$ cat src/sv/svpwm_zero_sequence_duty_defines.svh
// -----------------------------------------------------------------------------
// Assertion macros for the zero sequence duty block
// Concurrent assertion helpers that compile to nothing when ASSERT_OFF is set.
// -----------------------------------------------------------------------------
`ifndef SVPWM_ZERO_SEQUENCE_DUTY_DEFINES_SVH
`define SVPWM_ZERO_SEQUENCE_DUTY_DEFINES_SVH

`ifndef ASSERT_OFF
`define SVZSD_ASSERT_CLK(lbl, clk, rstn, prop) \
  lbl: assert property (@(posedge clk) disable iff (!rstn) prop) \
    else $error("svzsd assertion failed");
`define SVZSD_ASSERT(lbl, prop) \
  `SVZSD_ASSERT_CLK(lbl, clk_i, rst_ni, prop)
`else
`define SVZSD_ASSERT_CLK(lbl, clk, rstn, prop)
`define SVZSD_ASSERT(lbl, prop)
`endif

`endif

$ cat src/sv/svzsd_div.sv
// -----------------------------------------------------------------------------
// Pipelined restoring divider lane
// Two quotient bits per stage; the upper dividend part must be below the divisor.
// -----------------------------------------------------------------------------
`timescale 1ns / 1ps

module svzsd_div #(
  parameter int unsigned DBITS = 16,
  parameter int unsigned QBITS = 24
) (
  input  logic             clk_i,
  input  logic             en_i,
  input  logic [DBITS-1:0] num_hi_i,
  input  logic [QBITS-1:0] num_lo_i,
  input  logic [DBITS-1:0] den_i,
  output logic [QBITS-1:0] quo_o
);

  localparam int unsigned STAGES = QBITS / 2;

  logic [DBITS-1:0] rem_q [STAGES];
  logic [QBITS-1:0] lo_q  [STAGES];
  logic [DBITS-1:0] den_q [STAGES];
  logic [QBITS-1:0] quo_q [STAGES];

  for (genvar s = 0; s < STAGES; s++) begin : g_stage
    logic [DBITS-1:0] rem_in, rem_mid, rem_d;
    logic [QBITS-1:0] lo_in, quo_in;
    logic [DBITS-1:0] den_in;
    logic [DBITS:0]   t0, t1;
    logic             b0, b1;

    if (s == 0) begin : g_first
      assign rem_in = num_hi_i;
      assign lo_in  = num_lo_i;
      assign den_in = den_i;
      assign quo_in = '0;
    end else begin : g_next
      assign rem_in = rem_q[s-1];
      assign lo_in  = lo_q[s-1];
      assign den_in = den_q[s-1];
      assign quo_in = quo_q[s-1];
    end

    always_comb begin
      t0      = {rem_in, lo_in[QBITS-1]};
      b0      = (t0 >= {1'b0, den_in});
      rem_mid = b0 ? DBITS'(t0 - {1'b0, den_in}) : t0[DBITS-1:0];
      t1      = {rem_mid, lo_in[QBITS-2]};
      b1      = (t1 >= {1'b0, den_in});
      rem_d   = b1 ? DBITS'(t1 - {1'b0, den_in}) : t1[DBITS-1:0];
    end

    always_ff @(posedge clk_i) begin
      if (en_i) begin
        rem_q[s] <= rem_d;
        lo_q[s]  <= {lo_in[QBITS-3:0], 2'b00};
        den_q[s] <= den_in;
        quo_q[s] <= {quo_in[QBITS-3:0], b0, b1};
      end
    end
  end

  assign quo_o = quo_q[STAGES-1];

endmodule
$ cat config.mk
export PLATFORM = sky130hd
export DESIGN_NAME = svzsd_div
export DESIGN_NICKNAME = d
export VERILOG_FILES = /design/src/sv/svpwm_zero_sequence_duty_defines.svh /design/src/sv/svzsd_div.sv
export SDC_FILE = /design/constraint.sdc
export NUM_CORES = 1
export LEC_CHECK = 0
export BUFFER_PORTS_ARGS = -buffer_cell sky130_fd_sc_hd__buf_2
export CAP_MARGIN = 20
export CORE_ASPECT_RATIO = 1.25
export CORE_UTILIZATION = 55
export CTS_BUF_LIST = sky130_fd_sc_hd__clkbuf_4 sky130_fd_sc_hd__clkbuf_8 sky130_fd_sc_hd__clkbuf_16
export CTS_CLUSTER_SIZE = 25
export DETAILED_ROUTE_END_ITERATION = 8
export PLACE_DENSITY = 0.71
export SYNTH_ARGS = -nofsm -noshare
export SYNTH_HDL_FRONTEND = slang
export SYNTH_SLANG_ARGS = --single-unit
$ cat constraint.sdc
create_clock -name clk_i -period 14.6 [get_ports clk_i]
set_input_delay 1.46 -clock clk_i [delete_from_list [all_inputs] [get_ports clk_i]]
set_output_delay 1.46 -clock clk_i [all_outputs]
set_load 0.01 [all_outputs]
# == After elaboration in Yosys (flattened, before gate mapping) ==
# Memory sizes are Yosys's and may differ from the RTL's.
# Index checks and enable logic that the tools add are counted.
# totals
register_bits,0
ram_bits,936
output_inout_bits,24
memories,4
# mem_list
memory,words,word_bits,rd,rd_clocked_by_memory_dff,write_ports,line_no,text
quo_q,12,24,12,0,12,svzsd_div.sv:24,logic [QBITS-1:0] quo_q [STAGES];
lo_q,12,22,11,0,12,svzsd_div.sv:22,logic [QBITS-1:0] lo_q [STAGES];
den_q,12,16,11,0,12,svzsd_div.sv:23,logic [DBITS-1:0] den_q [STAGES];
rem_q,12,16,11,0,12,svzsd_div.sv:21,logic [DBITS-1:0] rem_q [STAGES];
# op_classes
addsub,24
order_cmp,24
mux,26
# op_table
cell,count
$ge 17x16->1,24
$mux 16,24
$sub 16x16->16,24
$mux 1,2

# == Longest topological paths before layout ==
# Gate-level depths: netlist of run 1.
# An unclocked memory read counts as a cell.
# logic_depth
ltp_word,5
ltp_mapped,24

# == Worst setup path after synthesis of run 1 ==
# OpenSTA, ideal clock, no wires.
# synth_path
kind,input -> register
from,input den_i[1]
to,memory rem_q[0][10] (data pin)
arrival_ps,6153
t_required_ps,14338
slack_ps,8185
cell_stages,24
cell_sequence,inv_1 -> ha_1 -> nor2b_1 -> o31a_1 -> o21ai_1 -> o21ai_1 -> nor2_1 -> o21a_1 -> clkbuf_1 -> clkbuf_1 -> nand2_1 -> o21ai_0 -> ha_1 -> nor2b_1 -> o31a_1 -> o21ai_1 -> a21boi_1 -> a221oi_1 -> o21ai_0 -> nand2_1 -> and3_1 -> clkbuf_1 -> buf_2 -> mux2_1
# synth_lines
item,line_no,text
start: declaration,svzsd_div.sv:15,"input logic [DBITS-1:0] den_i,"
end: declaration,svzsd_div.sv:21,

==> key figures, run 1 <==
Synth
  – Mapped Cells: 3506
  – Sequential area share after synthesis: 0.479
  – Asr flop ratio synth: 0
  – Number of synthesized flops with an enable pin: 640
  – Yosys reg bits: between 600 and 700
  – Synth warnings: 0
  – Net Count, Synth: 3971
  – Count of cell types in the netlist: 81
  – Mapped cell area: approximately 40000 µm²
  – Syn Area/Cell: 11.4 µm²
  – Top FF cell, synth: edfxtp_1

Critical path
  – Critical Path End Type: flop
  – Crit Path Class: in2reg
  – FF-to-FF path depth: 20
  – Slowest cell delay on critical path: around 0.74 ns
  – CP dominant cell by count: o21ai_1
  – Crit path max-delay cell type: o21a_1
  – Worst r2r src: den_q[1][1]$_DFFE_PP_
  – Required time worst endpoint: 14.97 ns
  – Top delay family on crit path: compound AO/OA/AOI/OAI gates
  – Worst Path Arrival: 7.09 ns
  – WP buf/inv: 2
  – CP cell instances: buf_2 -> inv_1 -> ha_1 -> nor2b_1 -> o31a_1 -> o21ai_1 -> o21ai_1 -> nor2_1 -> o21a_1 -> o21ai_0 -> ha_1 -> nor2b_1 -> o31a_1 -> o21ai_1 -> a21boi_1 -> a221oi_1 -> o21ai_0 -> nand2_1 -> and3_1 -> mux2_1
  – Reg2Reg Setup Slack: 8.57 ns
  – Crit-path max FO: 28
  – Critical path launch point type: input port
  – Reg2reg end: rem_q[1][15]$_DFFE_PP_

Die
  – I/O Pins: 82
  – Die Wd: 244 µm
  – Die height: between 300 and 400 µm
  – Area of the core: roughly 70000 µm²
  – Rows: 110
  – DIE AREA: 74000 µm²
  – Initial Util: 0.556

Timing
  – Relative slew slack: 0.330
  – RSZ-0062 raised after global routing: false
  – Fmax: around 150 MHz
  – Final setup fails: 0
  – Skew final: 0.0304 ns
  – Fin crit share: 0.460
  – Final hold violations: 0
  – Min cycle time layout: 6.71 ns
  – Setup TNS: 0 ns
  – Final Slew Violations: 0
  – Worst slew pin tran: 1.01 ns

Min path
  – HP Class: reg2reg
  – Worst hold path depth: 0
  – Min-delay src: lo_q[5][16]$_DFFE_PP_
  – Hold Path End: lo_q[6][18]$_DFFE_PP_

CTS
  – Post-CTS Setup Inserts: 0
  – Clk root buf: clkbuf_16
  – Inserted Clock Buffers: 69
  – Clock transition at path regs: approximately 0.060 ns
  – CTS Sinks: 640
  – Hold_buf cts: 0
  – Max H-tree Level: 3
  – Post-CTS sizing: 0
  – Max Root-Sink Buffers: 3
  – CTS tree: yes
  – Latest clock arrival within the worst-skew pair: 0.63 ns

Global routing
  – Number of global-route vias before repair: 27018
  – Overall Global Routing Usage: 0.234
  – Largest net degree at the start of global routing: 202
  – First-pass GRT wire length: between 100 and 150 mm
  – Top Usage Layer GRT: met2
  – Antenna violations before repair: 0
  – GR Util met1: 0.249
  – Global Route met3 Usage: 0.0278
  – Met2 Track Usage GR: 0.449
  – Overflow after GRT: 0

Route
  – DRT Pass-1 Iters: 7
  – Antenna viol nets, final: 0
  – DR WL/cell: 18.7 µm
  – Final WL: 86.6 mm
  – Vias per std cell: slightly below 6
  – Vias: 26828
  – Iteration-0 DRC count of the detailed router: 1574
  – DRC: 0

Outcome
  – Status: finished, final reports clean

Finish
  – Commonest non-fill, non-tap cell in the layout: edfxtp_1
  – Layout Nets: roughly 4100
  – Number of fill cells: 5936
  – Layout area overhead: 10.1%
  – Share of cells above drive strength 1: 0.101
  – Commonest non-fill, non-tap cells in the layout: edfxtp_1 (640), ha_1 (384), inv_1 (305)
  – Antenna diodes: 0

Placed design
  – Hpwl dp: 67.2 mm
  – IO buf count: 81
  – GPL Wtd Cong: 0.904

Flow run
  – Max-cap violations: 0
==> layout make-up <==
class	count	area, µm²	share of cell area
Tap cell	952	1190	0.0270
Clock inverter	47	519	0.0118
Sequential cell	640	19200	0.435
Timing Repair Buffer	103	613	0.0139
Clock buffer	78	1850	0.0418
Multi-Input combinational cell	2512	19600	0.444
Inverter	312	1170	0.0266
==> cells in the mapped netlist, drive strengths merged (32+ instances only) <==
cell | number | area share
edfxtp | 640 | 0.48
ha | 384 | 0.12
inv | 312 | 0.029
a21oi | 235 | 0.029
mux2 | 233 | 0.066
nor2 | 203 | 0.019
o21ai | 199 | 0.025
xnor2 | 190 | 0.041
nand2 | 180 | 0.017
a21o | 101 | 0.019
xor2 | 93 | 0.020
o21a | 63 | 0.012
nor3 | 54 | 0.0067
nand4 | 53 | 0.0083
nand3 | 47 | 0.0059
nor2b | 45 | 0.0070
a211oi | 40 | 0.0078
nand2b | 40 | 0.0062
o21bai | 38 | 0.0071
a31oi | 32 | 0.0050
clkbuf | 32 | 0.0030
==> layer usage <==
metal	wire [µm]	up-vias
li1	-	13345
met1	32900	12793
met2	47100	502
met3	2560	188
met4	4090	0
met5	0	-
==> through the flow <==
step / hold slack, ns / util / cells / cell area (µm²) / worst slack [ns]
3_3_place_gp: 0.400 / 0.579 / 4518 / 41800 / 7.28
2_1_floorplan: 0.400 / - / 3506 / 40100 / 8.18
6_report: 0.410 / 0.612 / 4644 / 44200 / 7.89
3_5_place_dp: 0.405 / 0.579 / 4518 / 41800 / 7.24
4_1_cts: 0.410 / 0.612 / 4643 / 44100 / 7.87
5_1_grt: 0.415 / 0.612 / 4644 / 44200 / 7.30
==> logic make-up (layout without fill, tap and decap cells) <==
| family | count (synthesis) | count (layout) | synth area share |
|---|---|---|---|
| AO/OA/AOI/OAI | 871 | 871 | 0.141 |
| AND/OR/NAND/NOR | 699 | 699 | 0.0829 |
| flip-flops | 640 | 640 | 0.479 |
| adder cells (fa/ha/maj) | 407 | 407 | 0.131 |
| buffers and inverters | 354 | 540 | 0.0336 |
| XOR/XNOR | 283 | 283 | 0.0618 |
| multiplexers | 252 | 252 | 0.0709 |
==> worst reg2reg max path, delay by kind of cell (launching register included) <==
family	cells	cell delay, ns
AO/OA/AOI/OAI	10	2.62
adder cells (fa/ha/maj)	2	0.63
buffers and inverters	2	0.50
flip-flops	1	0.41
multiplexers	2	0.79
AND/OR/NAND/NOR	4	0.81
==> flip-flops by register name, summed over array words and instances, names as in the netlist <==
signal,flops
den_q,176
lo_q,132
quo_q,156
rem_q,176
==> how the worst max path moves through the flow <==
stage,end,startpoint,slack [ns],cells past startpoint
floorplan,rem_q[0][10]$_DFFE_PP_,den_i[1],8.18,24
global placement,rem_q[0][2]$_DFFE_PP_,den_i[1],7.28,20
detailed placement,rem_q[0][14]$_DFFE_PP_,den_i[1],7.24,20
CTS,rem_q[0][14]$_DFFE_PP_,den_i[1],7.87,20
global route,rem_q[0][2]$_DFFE_PP_,den_i[1],7.30,20
finish,rem_q[0][14]$_DFFE_PP_,den_i[1],7.89,20
Power of run 1 is not shown: default switching activity piles up to over one toggle a cycle in this logic, so the estimate is an artifact.
==> run 2: changes to the inputs <==
==> constraint.sdc (replaced) <==
create_clock -name clk_i -period 6.21 [get_ports clk_i]
set_input_delay 0.621 -clock clk_i [delete_from_list [all_inputs] [get_ports clk_i]]
set_output_delay 0.621 -clock clk_i [all_outputs]
set_load 0.01 [all_outputs]
==> run 2 against run 1 <==
  * Sequential cell count is the same
  * Global-route usage grew 0.74 points
  * Setup slack got worse by 7.5 ns
  * Design area grew 0.11%
  * Cell count rose by 0.26%
  * Non-clock buffer count grew 13
  * Largest cell class unchanged
==> key figures, run 2 (synthesis results as in run 1) <==
Outcome
  – Status: finished, final reports clean

Timing
  – Final setup fails: 0
  – Final Slew Violations: 0
  – Worst slew pin tran: about 0.97 ns
  – Min cycle time layout: 5.79 ns
  – Skew final: 0.0273 ns
  – Relative slew slack: 0.355
  – Final hold violations: 0
  – Hold slack: between 0.15 and 0.2 ns
  – RSZ-0062 raised after global routing: false
  – Fmax: ~170 MHz
  – Fin crit share: 0.932
  – Setup TNS: 0 ns

Critical path
  – Crit Path Class: reg2reg
  – Crit-path max FO: 24
  – Critical path launch point type: flop
  – Top delay family on crit path: compound AO/OA/AOI/OAI gates
  – Worst Path Arrival: 6.15 ns
  – CP dominant cell by count: nor2b_1
  – Crit path max-delay cell type: edfxtp_1
  – Critical Path End Type: flop
  – CP cell instances: inv_1 -> ha_1 -> nor2b_1 -> o31a_1 -> o211a_1 -> nor2_1 -> a211oi_1 -> a2111oi_4 -> buf_4 -> nand2_1 -> o21ai_0 -> ha_1 -> nor2b_1 -> o31a_1 -> nor4b_1 -> o31ai_1 -> a211oi_1 -> nor2b_1 -> o21ai_0 -> o211a_1 -> buf_4 -> mux2_1
  – Required time worst endpoint: 6.57 ns
  – Slowest cell delay on critical path: around 0.38 ns
  – WP buf/inv: 3

Global routing
  – Top Usage Layer GRT: met2
  – Met2 Track Usage GR: 0.468
  – Largest net degree at the start of global routing: 153
  – First-pass GRT wire length: around 140 mm
  – Antenna violations before repair: 0
  – Overall Global Routing Usage: 0.241
  – Number of global-route vias before repair: 27346
  – Overflow after GRT: 0
  – Global Route met3 Usage: 0.0293
  – GR Util met1: 0.252

Die
  – I/O Pins: 82
  – Rows: 110
  – Die Wd: between 200 and 250 µm
  – Initial Util: 0.556
  – Area of the core: 72100 µm²
  – DIE AREA: 74000 µm²
  – Die height: a little over 300 µm

Finish
  – Largest registers: den_q: 176 flops, rem_q: 176 flops, quo_q: 156 flops
  – Number of fill cells: around 5900
  – Register Area: 19200 µm²
  – Multi-input gate area: 19600 µm²
  – Commonest non-fill, non-tap cells in the layout: edfxtp_1 (640), ha_1 (384), inv_1 (305)
  – Design area: 44200 µm²
  – Antenna diodes: 0
  – Layout Nets: between 4000 and 5000
  – Share of cells above drive strength 1: 0.104
  – Layout area overhead: 10.2%
  – Commonest non-fill, non-tap cell in the layout: edfxtp_1

CTS
  – Clock transition at path regs: approximately 0.060 ns
  – Clk root buf: clkbuf_16
  – CTS tree: yes
  – Max Root-Sink Buffers: 3
  – Hold_buf cts: 0
  – Post-CTS sizing: 0
  – Post-CTS Setup Inserts: 0
  – Max H-tree Level: 3
  – Latest clock arrival within the worst-skew pair: between 0.6 and 0.7 ns
  – CTS Sinks: 640
  – Inserted Clock Buffers: 69

Route
  – Iteration-0 DRC count of the detailed router: between 1000 and 1500
  – Antenna viol nets, final: 0
  – Vias per std cell: 5.81
  – DRT Pass-1 Iters: 5
  – Final WL: about 89 mm
  – DR WL/cell: 19.2 µm
  – Vias: roughly 27000
  – DRC: 0

Placed design
  – Placement Cell Area: between 40000 and 50000 µm²
  – GPL Wtd Cong: 0.926
  – Hpwl dp: 68.9 mm
  – IO buf count: 81

Min path
  – HP Class: in2reg

Flow run
  – Max-cap violations: 0
## run 2: cell count changes in the layout (fill, tap and decap cells not counted)
| cell | before | now |
|---|---|---|
| clkinv_2 | 6 | 14 |
| clkinv_1 | 7 | 9 |
| bufinv_16 | 8 | 7 |
| buf_6 | 0 | 1 |
| buf_12 | 2 | 3 |
| buf_4 | 19 | 31 |
| clkinv_4 | 3 | 4 |
| inv_8 | 1 | 2 |
| clkinvlp_4 | 12 | 2 |
| buf_8 | 2 | 1 |
| inv_6 | 9 | 6 |
| clkbuf_4 | 6 | 7 |
## run 2: path summary, 6_finish.rpt
kind / slack, ns / start / to / cells after the start
max: 0.42 / den_q[1][1]$_DFFE_PP_ / rem_q[1][1]$_DFFE_PP_ / 22
min: 0.16 / num_lo_i[20] / lo_q[0][20]$_DFFE_PP_ / 1
max reg2reg: 0.42 / den_q[1][1]$_DFFE_PP_ / rem_q[1][1]$_DFFE_PP_ / 22
min reg2reg: 0.40 / quo_q[1][5]$_DFFE_PP_ / quo_q[1][31]$_DFFE_PP_ / 0
## run 2: per-layer routing
layer	routed length (µm)	share of wire
met5	0	0
met1	33400	0.37
met4	4220	0.047
met3	2670	0.030
met2	49000	0.55
## run 2: final cells by class
class	instances	area share
sequential	640	0.435
tap	952	0.0269
multi-input combinational	2512	0.443
clock buffer	79	0.0419
timing repair buffer	116	0.0163
clock inverter	45	0.0103
inverter	312	0.0265
## run 2: stage by stage
stage,util,std cells,setup WS [ns]
global placement,0.581,4531,0.485
global route,0.613,4656,0.00502
CTS,0.613,4655,0.433
floorplan,-,3506,0.551
detailed placement,0.581,4531,0.456
finish,0.613,4656,0.420
Power of run 2 is left out for the same reason.
==> run 3: changes to the inputs <==
--- a/config.mk
+++ b/config.mk
@@ -5,13 +5,14 @@
 export SDC_FILE = /design/constraint.sdc
 export NUM_CORES = 1
 export LEC_CHECK = 0
-export BUFFER_PORTS_ARGS = -buffer_cell sky130_fd_sc_hd__buf_2
+export BUFFER_PORTS_ARGS = -buffer_cell sky130_fd_sc_hd__clkbuf_2
 export CAP_MARGIN = 20
 export CORE_ASPECT_RATIO = 1.25
 export CORE_UTILIZATION = 55
 export CTS_BUF_LIST = sky130_fd_sc_hd__clkbuf_4 sky130_fd_sc_hd__clkbuf_8 sky130_fd_sc_hd__clkbuf_16
 export CTS_CLUSTER_SIZE = 25
 export DETAILED_ROUTE_END_ITERATION = 8
+export GPL_TIMING_DRIVEN = 0
 export PLACE_DENSITY = 0.71
 export SYNTH_ARGS = -nofsm -noshare
 export SYNTH_HDL_FRONTEND = slang
==> run 3 against run 2 <==
  * Core utilization increased by 0.56 points
  * Critical path depth is 2 higher
  * Register-to-register slack got worse by 0.10 ns
  * Highest routed layer unchanged
  * Sequential cell count unchanged
  * Critical endpoint is now rem_q[0][28]$_DFFE_PP_
  * Setup slack got worse by 0.10 ns
  * Largest cell class unchanged
  * Non-clock buffer count grew 29
==> key figures, run 3 (synthesis results as in run 1) <==
Critical path
  – Critical path launch point type: flop
  – Crit path max-delay cell type: edfxtp_1
  – Crit-path max FO: 10
  – Top delay family on crit path: compound AO/OA/AOI/OAI gates
  – WP buf/inv: 5
  – CP cell instances: inv_2 -> ha_1 -> nor2b_1 -> o2111ai_1 -> nand3_2 -> a31oi_2 -> nor3_1 -> nor3_2 -> buf_4 -> clkbuf_4 -> nand2_1 -> o21ai_1 -> ha_1 -> nor2b_1 -> o31a_1 -> o21ai_1 -> a2111o_1 -> a21oi_1 -> a221o_1 -> a21oi_1 -> o21a_1 -> inv_2 -> buf_2 -> mux2_1
  – Worst Path Arrival: 6.25 ns
  – Critical Path End Type: flop
  – Required time worst endpoint: roughly 6.6 ns
  – Slowest cell delay on critical path: 0.46 ns
  – Crit Path Class: reg2reg

Global routing
  – Overflow after GRT: 0
  – First-pass GRT wire length: 138 mm
  – Largest net degree at the start of global routing: 127
  – Number of global-route vias before repair: 26801
  – Antenna violations before repair: 0
  – Overall Global Routing Usage: 0.236

Die
  – Area of the core: 72100 µm²
  – Rows: 110
  – Die Wd: roughly 240 µm
  – DIE AREA: approximately 74000 µm²
  – I/O Pins: 82
  – Initial Util: 0.556
  – Die height: 304 µm

Timing
  – Final hold violations: 0
  – Relative slew slack: 0.368
  – Min cycle time layout: 5.89 ns
  – Final Slew Violations: 0
  – Skew final: 0.0359 ns
  – Final setup fails: 0
  – Fmax: around 170 MHz
  – Worst slew pin tran: 0.947 ns
  – Fin crit share: 0.949

Route
  – Vias per std cell: 5.79
  – DRT Pass-1 Iters: 5
  – Vias: between 20000 and 30000
  – Final WL: ~88 mm
  – Antenna viol nets, final: 0
  – DR WL/cell: 18.7 µm
  – Iteration-0 DRC count of the detailed router: 1457
  – DRC: 0

Finish
  – Commonest non-fill, non-tap cells in the layout: edfxtp_1 (640), ha_1 (384), inv_1 (303)
  – Design area: about 45000 µm²
  – Final core utilization: 0.619
  – Commonest non-fill, non-tap cell in the layout: edfxtp_1
  – Largest registers: den_q: 176 flops, rem_q: 176 flops, quo_q: 156 flops
  – Layout Nets: 4144
  – Share of cells above drive strength 1: 0.116
  – Layout area overhead: 11.2%

Placed design
  – Placement Cell Area: between 40000 and 50000 µm²
  – Hpwl dp: 68.0 mm
  – GPL Wtd Cong: 0.930
  – IO buf count: ~80

CTS
  – Hold_buf cts: 0
  – Clk root buf: clkbuf_16
  – CTS tree: yes
  – Max Root-Sink Buffers: 3
  – Inserted Clock Buffers: 68
  – CTS Sinks: 640
  – Latest clock arrival within the worst-skew pair: roughly 0.64 ns
  – Clock transition at path regs: ~0.06 ns
  – Max H-tree Level: 3

Outcome
  – Status: finished, final reports clean

Min path
  – HP Class: in2reg

Flow run
  – Max-cap violations: 0
run 3: routing by layer:
metal  vias to the layer above  track usage  part of all wire
li1                      13459            -                 -
met1                     12914        0.256              0.39
met2                       549        0.448              0.54
met3                       205       0.0277             0.030
met4                         0        0.116             0.045
met5                         -            0                 0
run 3: path summary, 6_finish.rpt:
kind | start | endpoint | cells past startpoint | slack (ns)
max | den_q[0][1]$_DFFE_PP_ | rem_q[0][28]$_DFFE_PP_ | 24 | 0.32
max reg2reg | den_q[0][1]$_DFFE_PP_ | rem_q[0][28]$_DFFE_PP_ | 24 | 0.32
min | num_lo_i[18] | lo_q[0][18]$_DFFE_PP_ | 1 | 0.15
min reg2reg | lo_q[0][17]$_DFFE_PP_ | lo_q[1][19]$_DFFE_PP_ | 0 | 0.39
run 3: cell type report:
type / instances / area (µm²)
multi-input combinational: 2512 / 19700
clock buffer: 79 / 1800
timing repair buffer: 107 / 709
sequential: 640 / 19200
fill: 5874 / 27500
inverter: 312 / 1170
clock inverter: 45 / 578
tap: 952 / 1190
antenna: 3 / 7.51
buffer: 38 / 205
run 3: timing repair:
item / CTS / global route
pin swaps: 3 / 5
gates resized for setup: 28 / 53
hold endpoints to repair: 0 / 0
setup buffers: 6 / 13
setup endpoints to repair: 126 / 140
cloned: 0 / 0
run 3: worst register-to-register path, delay by kind of cell (launching register included):
kind	cells	cell delay [ns]
AOI/OAI and AO/OA	10	2.45
buffers and inverters	5	0.92
and+or+nand+nor	6	0.87
adders and majority gates	2	0.59
DFF	1	0.46
muxes	1	0.37
run 3: stage by stage:
stage                     worst slack (ns)  hold slack (ns)  instances  setup TNS, ns
after floorplan                      0.551            0.400       3506              0
after CTS                          0.00210            0.125       4673              0
final                                0.318            0.154       4688              0
after global routing               -0.0199            0.142       4685        -0.0292
after detailed placement            -0.961            0.405       4546         -54.07
after global placement               -6.24            0.400       4539       -3993.50
Power of run 3 is left out for the same reason.
